File: config.mk
export PLATFORM = sky130hd
export DESIGN_NAME = char_list_push_delete_readout_unit_flat
export DESIGN_NICKNAME = d
export VERILOG_FILES = /design/src/rtl/clpdr_pkg.sv /design/src/rtl/clpdr_ifs.sv /design/src/rtl/clpdr_cell.sv /design/src/rtl/char_list_push_delete_readout_unit.sv /design/src/flat_wrapper.sv
export SDC_FILE = /design/constraint.sdc
export NUM_CORES = 2
export LEC_CHECK = 0
export ABC_AREA = 1
export BUFFER_PORTS_ARGS = -buffer_cell sky130_fd_sc_hd__buf_2
export CAP_MARGIN = 5
export CORE_AREA = 2 2 237 297
export DETAILED_ROUTE_END_ITERATION = 10
export DIE_AREA = 0 0 239 299
export RECOVER_POWER = 50
export REMOVE_ABC_BUFFERS = 1
export SLEW_MARGIN = 10
export SYNTH_ARGS = -nofsm -noshare
export SYNTH_HDL_FRONTEND = slang
export SYNTH_HIERARCHICAL = 1
export SYNTH_SLANG_ARGS = --single-unit
File: constraint.sdc
create_clock -name clk_i -period 6.97 [get_ports clk_i]
set_clock_uncertainty 0.05 [all_clocks]
set_input_delay 1.394 -clock clk_i [delete_from_list [all_inputs] [get_ports clk_i]]
set_output_delay 1.394 -clock clk_i [all_outputs]
set_load 0.005 [all_outputs]
File: src/rtl/clpdr_pkg.sv
// Shared types and constants of the ordered byte store.
package clpdr_pkg;

  localparam int unsigned DEPTH_DEF = 32;

  // Command codes carried on the request word.
  typedef enum logic [2:0] {
    CMD_PUSH = 3'd0,
    CMD_DEL  = 3'd1,
    CMD_FWD  = 3'd2,
    CMD_REV  = 3'd3,
    CMD_CLR  = 3'd4
  } cmd_e;

  // Status codes returned on the response word.
  localparam logic [1:0] ST_OK        = 2'd0;
  localparam logic [1:0] ST_NOT_FOUND = 2'd1;
  localparam logic [1:0] ST_FULL      = 2'd2;
  localparam logic [1:0] ST_EMPTY     = 2'd3;

  // Controller states.
  typedef enum logic [2:0] {
    S_IDLE,
    S_RESP,
    S_MARK,
    S_SORT,
    S_READ
  } fsm_e;

  // What every cell of the chain does in the current cycle.
  typedef enum logic [2:0] {
    OP_HOLD,
    OP_PUSH,
    OP_MARK,
    OP_SORT,
    OP_FWD,
    OP_REV
  } op_e;

  typedef struct packed {
    op_e        op;
    logic       phase;
    logic [7:0] key;
  } cell_ctrl_t;

endpackage

File: src/rtl/clpdr_ifs.sv
// Request and response channel interfaces of the ordered byte store.
interface clpdr_req_if;
  logic       valid;
  logic       ready;
  logic [2:0] cmd;
  logic [7:0] item_value;

  modport source (output valid, output cmd, output item_value, input ready);
  modport sink   (input valid, input cmd, input item_value, output ready);
endinterface

interface clpdr_rsp_if;
  logic       valid;
  logic       ready;
  logic [7:0] out_value;
  logic       has_entry;
  logic [1:0] status;
  logic       last;

  modport source (output valid, output out_value, output has_entry, output status,
                  output last, input ready);
  modport sink   (input valid, input out_value, input has_entry, input status,
                  input last, output ready);
endinterface

File: src/rtl/clpdr_cell.sv
// One storage cell of the chain: a byte, a hole flag and the neighbor moves.
module clpdr_cell #(
  parameter int unsigned IDX = 0,
  parameter int unsigned CW  = 6
) (
  input  logic                  clk_i,
  input  clpdr_pkg::cell_ctrl_t ctrl_i,
  input  logic [CW-1:0]         cnt_i,
  input  logic [7:0]            head_i,
  input  logic [7:0]            left_data_i,
  input  logic                  left_hole_i,
  input  logic [7:0]            right_data_i,
  input  logic                  right_hole_i,
  output logic [7:0]            data_o,
  output logic                  hole_o,
  output logic [7:0]            tail_data_o
);

  localparam logic ODD = 1'(IDX % 2);

  logic [7:0] data_q, data_d;
  logic       hole_q, hole_d;
  logic       occ, is_tail;

  assign occ     = CW'(IDX) < cnt_i;
  assign is_tail = cnt_i == CW'(IDX + 1);

  always_comb begin
    data_d = data_q;
    hole_d = hole_q;
    case (ctrl_i.op)
      clpdr_pkg::OP_PUSH: data_d = left_data_i;
      clpdr_pkg::OP_MARK: hole_d = !occ || (data_q == ctrl_i.key);
      clpdr_pkg::OP_SORT: begin
        // odd-even transposition on the hole flag; kept bytes never pass each other
        if (ctrl_i.phase == ODD) begin
          if (hole_q && !right_hole_i) begin
            data_d = right_data_i;
            hole_d = 1'b0;
          end
        end else if (left_hole_i && !hole_q) begin
          data_d = left_data_i;
          hole_d = 1'b1;
        end
      end
      clpdr_pkg::OP_FWD:  data_d = is_tail ? head_i : right_data_i;
      clpdr_pkg::OP_REV:  data_d = left_data_i;
      default: ;
    endcase
  end

  always_ff @(posedge clk_i) begin
    data_q <= data_d;
    hole_q <= hole_d;
  end

  assign data_o      = data_q;
  assign hole_o      = hole_q;
  assign tail_data_o = is_tail ? data_q : 8'h00;

endmodule

File: src/rtl/char_list_push_delete_readout_unit.sv
// Top level of the ordered byte store: controller, cell chain and response register.
//
// Ordered store of up to DEPTH bytes held in a row of cells, cell 0 being the
// head. Push-front shifts the whole row one cell toward the tail in the cycle
// the request word is accepted; clear only resets the fill count. Both answer
// with one word. Delete marks every matching or unused cell as a hole, then
// runs DEPTH rounds of odd-even exchanges between neighbor cells that move the
// holes to the tail while kept bytes keep their order; the new fill count is
// tallied over the same rounds. Readout of n entries gives one word per cycle
// while the output register can take it, taken from cell 0 (forward) or from
// the tail cell (reverse), and the occupied part of the row rotates by one
// cell per word, so after n words the row is back in place. An empty readout
// gives one word with status empty. Unused command codes are dropped without a
// response. A new request word is taken while the previous response word still
// waits in the output register. Cell contents need no clearing after reset and
// are not reset; the fill count and the controller state are.
module char_list_push_delete_readout_unit #(
  parameter int unsigned DEPTH = clpdr_pkg::DEPTH_DEF
) (
  input  logic         clk_i,
  input  logic         rst_ni,
  clpdr_req_if.sink    req_i,
  clpdr_rsp_if.source  rsp_o
);

  localparam int unsigned CW = $clog2(DEPTH + 1);  // fill count
  localparam int unsigned RW = $clog2(DEPTH);      // sort round

  clpdr_pkg::fsm_e state_q, state_d;

  logic [CW-1:0]    count_q, count_d;
  logic [CW-1:0]    rem_q, rem_d;
  logic [CW-1:0]    kept_q, kept_d;
  logic [RW-1:0]    rnd_q, rnd_d;
  logic [DEPTH-1:0] scan_q, scan_d;
  logic [7:0]       key_q, key_d;
  logic             rev_q, rev_d;
  logic [1:0]       resp_q, resp_d;

  logic             ov_q, ov_d;
  logic [7:0]       oval_q, oval_d;
  logic             ohas_q, ohas_d;
  logic [1:0]       ost_q, ost_d;
  logic             olast_q, olast_d;

  logic             slot_free;
  logic             kbit;
  logic [CW-1:0]    kept_nx;
  logic [7:0]       tail_bus;

  clpdr_pkg::cell_ctrl_t ctrl;

  logic [7:0]       data_w [DEPTH];
  logic [7:0]       tdat_w [DEPTH];
  logic [DEPTH-1:0] hole_w;

  // ---------------------------------------------------------------------------
  // Cell chain
  // ---------------------------------------------------------------------------
  for (genvar i = 0; i < DEPTH; i++) begin : g_cell
    logic [7:0] ld, rd;
    logic       lh, rh;

    if (i == 0) begin : g_head
      // head takes the new byte on push, the tail byte on reverse rotation
      assign ld = (ctrl.op == clpdr_pkg::OP_REV) ? tail_bus : ctrl.key;
      assign lh = 1'b0;
    end else begin : g_mid
      assign ld = data_w[i-1];
      assign lh = hole_w[i-1];
    end

    if (i == DEPTH - 1) begin : g_end
      assign rd = 8'h00;
      assign rh = 1'b1;
    end else begin : g_body
      assign rd = data_w[i+1];
      assign rh = hole_w[i+1];
    end

    clpdr_cell #(
      .IDX (i),
      .CW  (CW)
    ) u_cell (
      .clk_i        (clk_i),
      .ctrl_i       (ctrl),
      .cnt_i        (count_q),
      .head_i       (data_w[0]),
      .left_data_i  (ld),
      .left_hole_i  (lh),
      .right_data_i (rd),
      .right_hole_i (rh),
      .data_o       (data_w[i]),
      .hole_o       (hole_w[i]),
      .tail_data_o  (tdat_w[i])
    );
  end

  // only the tail cell drives a nonzero byte
  always_comb begin
    tail_bus = 8'h00;
    for (int i = 0; i < DEPTH; i++) begin
      tail_bus = tail_bus | tdat_w[i];
    end
  end

  // ---------------------------------------------------------------------------
  // Controller
  // ---------------------------------------------------------------------------
  assign slot_free = !ov_q || rsp_o.ready;
  assign req_i.ready = (state_q == clpdr_pkg::S_IDLE);

  // kept-entry tally: first round reads the fresh hole flags, later rounds the shifted copy
  assign kbit    = (rnd_q == '0) ? !hole_w[0] : scan_q[0];
  assign kept_nx = kept_q + CW'(kbit);

  always_comb begin
    state_d = state_q;
    count_d = count_q;
    rem_d   = rem_q;
    kept_d  = kept_q;
    rnd_d   = rnd_q;
    scan_d  = scan_q;
    key_d   = key_q;
    rev_d   = rev_q;
    resp_d  = resp_q;

    ov_d    = ov_q && !rsp_o.ready;
    oval_d  = oval_q;
    ohas_d  = ohas_q;
    ost_d   = ost_q;
    olast_d = olast_q;

    ctrl.op    = clpdr_pkg::OP_HOLD;
    ctrl.phase = rnd_q[0];
    ctrl.key   = (state_q == clpdr_pkg::S_IDLE) ? req_i.item_value : key_q;

    case (state_q)
      clpdr_pkg::S_IDLE: begin
        if (req_i.valid) begin
          key_d = req_i.item_value;
          case (clpdr_pkg::cmd_e'(req_i.cmd))
            clpdr_pkg::CMD_PUSH: begin
              if (count_q == CW'(DEPTH)) begin
                resp_d = clpdr_pkg::ST_FULL;
              end else begin
                ctrl.op = clpdr_pkg::OP_PUSH;
                count_d = count_q + CW'(1);
                resp_d  = clpdr_pkg::ST_OK;
              end
              state_d = clpdr_pkg::S_RESP;
            end
            clpdr_pkg::CMD_DEL: begin
              state_d = clpdr_pkg::S_MARK;
            end
            clpdr_pkg::CMD_FWD, clpdr_pkg::CMD_REV: begin
              rev_d = (clpdr_pkg::cmd_e'(req_i.cmd) == clpdr_pkg::CMD_REV);
              if (count_q == '0) begin
                resp_d  = clpdr_pkg::ST_EMPTY;
                state_d = clpdr_pkg::S_RESP;
              end else begin
                rem_d   = count_q;
                state_d = clpdr_pkg::S_READ;
              end
            end
            clpdr_pkg::CMD_CLR: begin
              count_d = '0;
              resp_d  = clpdr_pkg::ST_OK;
              state_d = clpdr_pkg::S_RESP;
            end
            default: ;  // unused codes: no response
          endcase
        end
      end

      clpdr_pkg::S_RESP: begin
        if (slot_free) begin
          ov_d    = 1'b1;
          oval_d  = 8'h00;
          ohas_d  = 1'b0;
          ost_d   = resp_q;
          olast_d = 1'b1;
          state_d = clpdr_pkg::S_IDLE;
        end
      end

      clpdr_pkg::S_MARK: begin
        ctrl.op = clpdr_pkg::OP_MARK;
        rnd_d   = '0;
        kept_d  = '0;
        state_d = clpdr_pkg::S_SORT;
      end

      clpdr_pkg::S_SORT: begin
        ctrl.op = clpdr_pkg::OP_SORT;
        kept_d  = kept_nx;
        scan_d  = (rnd_q == '0) ? ((~hole_w) >> 1) : (scan_q >> 1);
        if (rnd_q == RW'(DEPTH - 1)) begin
          count_d = kept_nx;
          resp_d  = (kept_nx == count_q) ? clpdr_pkg::ST_NOT_FOUND : clpdr_pkg::ST_OK;
          state_d = clpdr_pkg::S_RESP;
        end else begin
          rnd_d = rnd_q + RW'(1);
        end
      end

      clpdr_pkg::S_READ: begin
        if (slot_free) begin
          ov_d    = 1'b1;
          oval_d  = rev_q ? tail_bus : data_w[0];
          ohas_d  = 1'b1;
          ost_d   = clpdr_pkg::ST_OK;
          olast_d = (rem_q == CW'(1));
          ctrl.op = rev_q ? clpdr_pkg::OP_REV : clpdr_pkg::OP_FWD;
          rem_d   = rem_q - CW'(1);
          if (rem_q == CW'(1)) begin
            state_d = clpdr_pkg::S_IDLE;
          end
        end
      end

      default: state_d = clpdr_pkg::S_IDLE;
    endcase
  end

  always_ff @(posedge clk_i or negedge rst_ni) begin
    if (!rst_ni) begin
      state_q <= clpdr_pkg::S_IDLE;
      count_q <= '0;
      rem_q   <= '0;
      kept_q  <= '0;
      rnd_q   <= '0;
      ov_q    <= 1'b0;
    end else begin
      state_q <= state_d;
      count_q <= count_d;
      rem_q   <= rem_d;
      kept_q  <= kept_d;
      rnd_q   <= rnd_d;
      ov_q    <= ov_d;
    end
  end

  // payload registers
  always_ff @(posedge clk_i) begin
    scan_q  <= scan_d;
    key_q   <= key_d;
    rev_q   <= rev_d;
    resp_q  <= resp_d;
    oval_q  <= oval_d;
    ohas_q  <= ohas_d;
    ost_q   <= ost_d;
    olast_q <= olast_d;
  end

  assign rsp_o.valid     = ov_q;
  assign rsp_o.out_value = oval_q;
  assign rsp_o.has_entry = ohas_q;
  assign rsp_o.status    = ost_q;
  assign rsp_o.last      = olast_q;

`ifndef SYNTHESIS
  a_count_max: assert property (@(posedge clk_i) disable iff (!rst_ni)
    count_q <= CW'(DEPTH))
    else $error("fill count above depth");

  a_read_rem: assert property (@(posedge clk_i) disable iff (!rst_ni)
    state_q == clpdr_pkg::S_READ |-> rem_q != '0)
    else $error("readout running with nothing left");

  a_push_grow: assert property (@(posedge clk_i) disable iff (!rst_ni)
    req_i.valid && req_i.ready && req_i.cmd == clpdr_pkg::CMD_PUSH
      && count_q != CW'(DEPTH)
    |=> count_q == $past(count_q) + CW'(1))
    else $error("push did not grow the store");

  a_del_shrink: assert property (@(posedge clk_i) disable iff (!rst_ni)
    state_q == clpdr_pkg::S_SORT && rnd_q == RW'(DEPTH - 1)
    |=> count_q <= $past(count_q))
    else $error("delete grew the store");

  a_entry_ok: assert property (@(posedge clk_i) disable iff (!rst_ni)
    ov_q && ohas_q |-> ost_q == clpdr_pkg::ST_OK)
    else $error("entry word with non-ok status");
`endif

endmodule
File: src/flat_wrapper.sv
// flat-port wrapper written by rule: the top's interface ports become plain ports
module char_list_push_delete_readout_unit_flat 
#(
  parameter int unsigned DEPTH = clpdr_pkg::DEPTH_DEF
)
  (clk_i, rst_ni, req_i_valid, req_i_cmd, req_i_item_value, req_i_ready, rsp_o_valid, rsp_o_out_value, rsp_o_has_entry, rsp_o_status, rsp_o_last, rsp_o_ready);
  clpdr_req_if req_i_i ();
  clpdr_rsp_if rsp_o_i ();
  input  logic clk_i;
  input  logic rst_ni;
  input wire logic [$bits(req_i_i.valid)-1:0] req_i_valid;
  input wire logic [$bits(req_i_i.cmd)-1:0] req_i_cmd;
  input wire logic [$bits(req_i_i.item_value)-1:0] req_i_item_value;
  output wire logic [$bits(req_i_i.ready)-1:0] req_i_ready;
  output wire logic [$bits(rsp_o_i.valid)-1:0] rsp_o_valid;
  output wire logic [$bits(rsp_o_i.out_value)-1:0] rsp_o_out_value;
  output wire logic [$bits(rsp_o_i.has_entry)-1:0] rsp_o_has_entry;
  output wire logic [$bits(rsp_o_i.status)-1:0] rsp_o_status;
  output wire logic [$bits(rsp_o_i.last)-1:0] rsp_o_last;
  input wire logic [$bits(rsp_o_i.ready)-1:0] rsp_o_ready;
  assign req_i_i.valid = req_i_valid;
  assign req_i_i.cmd = req_i_cmd;
  assign req_i_i.item_value = req_i_item_value;
  assign req_i_ready = req_i_i.ready;
  assign rsp_o_valid = rsp_o_i.valid;
  assign rsp_o_out_value = rsp_o_i.out_value;
  assign rsp_o_has_entry = rsp_o_i.has_entry;
  assign rsp_o_status = rsp_o_i.status;
  assign rsp_o_last = rsp_o_i.last;
  assign rsp_o_i.ready = rsp_o_ready;
  char_list_push_delete_readout_unit #(.DEPTH(DEPTH)) u_core (.clk_i(clk_i), .rst_ni(rst_ni), .req_i(req_i_i), .rsp_o(rsp_o_i));
endmodule
Word-level counts from Yosys, hierarchy flattened

Index checks and enable logic that the tools add are counted.

Reductions and logical operators: 217
Mux-type cells: 368
$add $sub $neg: 4
Bitwise operators: 32
Equal/unequal tests: 128
$lt $le $gt $ge: 32

Operators by type and width:

| kind                                                       | count |
|---|---|
| two-way mux 8 bit                                          | 163 |
| one-hot mux 8 bit (3 select lines)                         | 32 |
| == test 8 bit                                              | 32 |
| bitwise OR 8 bit                                           | 31 |
| AND reduction 3 bit                                        | 65 |
| two-way mux 1 bit                                          | 103 |
| == test 6 x 5 -> 1 bit (second input constant)             | 16 |
| less-than comparator 5 x 6 -> 1 bit (first input constant) | 16 |
| one-hot mux 1 bit (2 select lines)                         | 34 |
| zero test 1 bit                                            | 66 |
| inequality test 3 x 2 -> 1 bit (second input constant)     | 17 |
| == test 6 x 4 -> 1 bit (second input constant)             | 8 |
| less-than comparator 4 x 6 -> 1 bit (first input constant) | 8 |
| inequality test 3 bit (second input constant)              | 16 |
| one-hot mux 6 bit (2 select lines)                         | 4 |
| two-way mux 6 bit                                          | 7 |
| logical OR 1 bit                                           | 33 |
| logical AND 1 bit                                          | 32 |
| inverter 32 bit                                            | 1 |
| two-way mux 31 bit                                         | 1 |
| two-way mux 3 bit                                          | 9 |
| == test 6 x 3 -> 1 bit (second input constant)             | 4 |
| less-than comparator 3 x 6 -> 1 bit (first input constant) | 4 |
| == test 3 x 2 -> 1 bit (second input constant)             | 6 |
| other kinds (37)                                           | 73 |

Register bits after elaboration: 370
Logic and storage cells: 859

Logic depth before layout (Yosys ltp)

Depth in word-level cells: 36
Mapped depth: 17
Mapped depth without buffers: 16

Modules after synthesis

The synthesis kept the hierarchy.

By module, submodules not included:

| module                                | cells an instance | seq. area each (µm²) | instances | area each (µm²) |
|---|---|---|---|---|
| char_list_push_delete_readout_unit    | 688               | 2,297.2              | 1         | 4,997.3 |
| clpdr_cell (u_core.g_cell[2].u_cell)  | 149               | 270.3                | 1         | 982.2 |
| clpdr_cell (u_core.g_cell[16].u_cell) | 155               | 270.3                | 1         | 968.4 |
| clpdr_cell (u_core.g_cell[0].u_cell)  | 150               | 270.3                | 1         | 958.4 |
| clpdr_cell (u_core.g_cell[17].u_cell) | 152               | 270.3                | 1         | 953.4 |
| clpdr_cell (u_core.g_cell[19].u_cell) | 149               | 270.3                | 1         | 953.4 |
| clpdr_cell (u_core.g_cell[20].u_cell) | 155               | 270.3                | 1         | 940.9 |
| clpdr_cell (u_core.g_cell[24].u_cell) | 150               | 270.3                | 1         | 939.7 |
| clpdr_cell (u_core.g_cell[6].u_cell)  | 142               | 270.3                | 1         | 938.4 |
| clpdr_cell (u_core.g_cell[1].u_cell)  | 150               | 270.3                | 1         | 933.4 |
| clpdr_cell (u_core.g_cell[5].u_cell)  | 149               | 270.3                | 1         | 922.1 |
| clpdr_cell (u_core.g_cell[12].u_cell) | 148               | 270.3                | 1         | 915.9 |
| clpdr_cell (u_core.g_cell[13].u_cell) | 147               | 270.3                | 1         | 908.4 |
| clpdr_cell (u_core.g_cell[8].u_cell)  | 140               | 270.3                | 1         | 904.6 |
| 19 more rows                          | -                 | -                    | -         | - |

Worst setup path after synthesis

No wires, ideal clock.

Path type: input -> register
Start point: input port rsp_o_ready
End point: register u_core.g_cell[27].u_cell.data_q[0] (enable)
Path buffers: 1
Path slack: 1,229 ps
Data required time: 6,596 ps
Cell stages on the path: 13
Arrival time: 5,367 ps
Cell sequence: nor2_1 inv_1 nand2_2 inv_2 nand2_2 buf_4 nand3_1 inv_1 nor2_4 nor2_2 nand2_1 nand2_1 inv_1

RTL lines:

| what                   | line               | RTL |
|---|---|---|
| start: declaration     | flat_wrapper.sv:20 | `input wire logic [$bits(rsp_o_i.ready)-1:0] rsp_o_ready;` |
| end signal: assignment | clpdr_cell.sv:53   | `data_q <= data_d;` |
| end: declaration       | clpdr_cell.sv:21   | `logic [7:0] data_q, data_d;` |

==> flow_summary.toml <==
[status]
status = "complete, but fails checks"
violations = "max-capacitance violations, max-slew violations"

[clocking]
htree_levels = 2
clockRootBuffer = "clkbuf_16"
post_cts.repair.setup_buffers = 0
cts_buffers = 46
holdBufCountCts = 0
cts_sinks = 369
clk_pin_slew_worst_paths_ns = 0.06
cts_tree = "built"
clock_latency_ns = 0.60
cts_resized = 0
clockBufferDepth = 3

[synthesis]
synth_cell_types = 60
synth-edff-count = 342
ys_ff_latch = 369
ys_warn_count = 6
synthArstFlopShare_pct = 7.32
synth_area_um2 = 34000
yosysSeqAreaShare_pct = 32.2
yosysTopAreaCell = "edfxtp_1"
yosysTopAreaCellShare_pct = 30.2
synth_area_leaders = "edfxtp_1 30%, nand2_1 18%, inv_1 12%"
synth_cells = 5366
avgSynthCellArea_um2 = 6.33
synth_common_cells = "1629 x nand2_1, 1078 x inv_1, 873 x nor2_1"
ys.flop_type = "edfxtp_1"
yosysMostFrequentCell = "nand2_1"

[floorplan]
design.core.area_um2 = 68900
die_width_um = 239
ioPinCount = 29
rows = 108
die_y_um = 299
die_area_um2 = 71500
start_util_pct = 49.3

[detailed_routing]
ant_nets = 0
drcViolationCount = 0
drt_pass1_iterations = 6
wl_per_cell_um = 18.9
drt_iter0_drc = 2901
routed_via_density = 5.25
route.vias.total = 33300
wl_um = 120000

[global_route]
grt_max_degree = 65
grt_pass1_vias = 31000
grt_pass1_wl_um = 182000
antenna_found_initial = 0
grt_use_total_pct = 33.2
overflow = 0

[worst_hold_path]
hold_depth = 2
worstHoldPathType = "flop to flop"

[pwr]
p_per_area_nw_per_um2 = 497
p_leak_nw = 19.1
p_clk_share_pct = 13.9
power_frac_comb_pct = 55.1
ir_drop_uv = 820
switching_share_pct = 52.1
p_seq_share_pct = 31.0
power.internal_mw = 8.61
p_sw_mw = 9.36

[setup_path]
crit_fanout = 51
worstPathRequired_ns = 7.19
worst-path-stages = 14
worstPathArrival_ns = 5.39
crit_chain = "nor2_1 > nand2_1 > inv_1 > nand2_1 > clkinvlp_2 > nand2_1 > nand3_4 > clkbuf_1 > clkinv_1 > nor2_1 > nor2_1 > nand2_1 > nand2_1 > inv_1"
critical_path_buf_inv_count = 5
path_class = "flop to flop"
crit_path_frequent_cell = "nand2_1"
cp-start-kind = "flop"
worstSetupEndpointType = "flop"
cpLargestDelayFamily = "simple AND/OR/NAND/NOR gates"
max_stage_delay_ns = 0.77
worst_r2r_path_depth = 14
critPathSlowestCell = "nand3_4"

[sta]
min_period_ns = 5.18
tightest_slew_ns = 2.93
finalSetupViolations = 0
finalCritPeriodShare_pct = 74.3
rsz0062_at_grt = "no"
hold_slack_ns = 0.456
hold_violations = 0
tns_ns = 0
timing.fmax_mhz = 193
relSlewSlack_pct = -95.3
final_max_slew_viol_count = 93

[layout]
final_util_pct = 52.5
num_antenna_cells = 0
areaGrowthSynthToFinish_pct = 6.57
drive_gt1_share_pct = 7.62
nets = 5439

[flow_run]
drv_cap = 3

[placement]
gp_congestion = 0.931
portBuffers = 28
dp_hpwl_um = 79500
## power groups by stage
stage | combinational [mW] | sequential (mW) | clock (mW)
global placement | 9.65 | 5.61 | 0
global route | 11.1 | 5.67 | 2.60
finish | 9.90 | 5.58 | 2.49
CTS | 9.83 | 5.57 | 2.53
floorplan | 7.17 | 5.03 | 0
detailed placement | 9.78 | 5.61 | 0
## cell families (layout without fill, tap and decap cells)
logic type	Yosys count	count (layout)	share of synthesized area, %
adders and majority gates	9	9	0.332
xor gates and xnor gates	106	106	2.73
AOI/OAI and AO/OA	712	712	12.9
other	2	18	0.0221
and+or+nand+nor	2950	2950	37.1
DFF	369	369	32.2
buffers and inverters	1218	1285	14.7
## tightest hold or removal path, stage by stage (launching register included)
cell	delay, ns
dfrtp_1	0.35
nand2_1	0.05
o21ai_0	0.06
## state kept, by name, indices dropped and copies added (netlist names), 6 cells and up
signal	cells
u_core/rem_q	6
u_core/g_cell.u_cell/hole_o	32
u_core/g_cell.u_cell/data_o	256
u_core/rsp_o.out_value	8
u_core/key_q	8
u_core/scan_q	31
u_core/kept_q	6
u_core/count_q	6
## through the flow
stage,setup slack [ns],std cells,area [um^2],total power [mW]
floorplan,1.21,5308,33300,12.2
global placement,2.40,6247,34900,15.3
detailed placement,2.33,6247,34900,15.4
CTS,2.96,6329,36400,17.9
global route,1.42,6329,36200,19.4
finish,1.79,6329,36200,18.0
## final timing paths
check,from,endpoint,slack [ns]
max in group asynchronous,rst_ni,u_core/count_q[5],4.66
worst max-delay path,u_core/state_q[0],u_core/g_cell[1].u_cell/data_o[7],1.79
worst max register to register,u_core/state_q[0],u_core/g_cell[1].u_cell/data_o[7],1.79
worst min register to register,u_core/kept_q[0],u_core/kept_q[0],0.46
min in group asynchronous,rst_ni,u_core/rsp_o.valid,1.15
worst min-delay path,u_core/kept_q[0],u_core/kept_q[0],0.46
## routing by layer
metal / global-route usage, % / wire length (um)
met1: 41.2 / 48200
met3: 3.29 / 7630
met4: 16.3 / 6580
met2: 57.5 / 57200
met5: 0 / 0
## placed cells by master, fill, tap and decap left out, types with 24 or more instances in the layout
cell and n:
a21oi_1 309, buf_4 27, clkbuf_1 26, clkbuf_16 47, edfxtp_1 342, inv_1 1081
inv_2 44, nand2_1 1630, nand2_2 45, nand3_1 164, nand3b_1 40, nand4_1 24
nor2_1 883, nor2_2 54, o211ai_1 55, o21ai_0 154, o21ai_1 68, o221ai_1 30
xnor2_1 102
## layout make-up
cell class	instances	area, um^2
multi-input cells	3795	17900
well taps	880	1100
flip-flops and latches	369	11000
clock buffers	61	1280
fillers	7203	32700
repair buffers	59	342
clock inverters	21	234
inverters	1144	4330
Power figures use the tool's default switching activity.
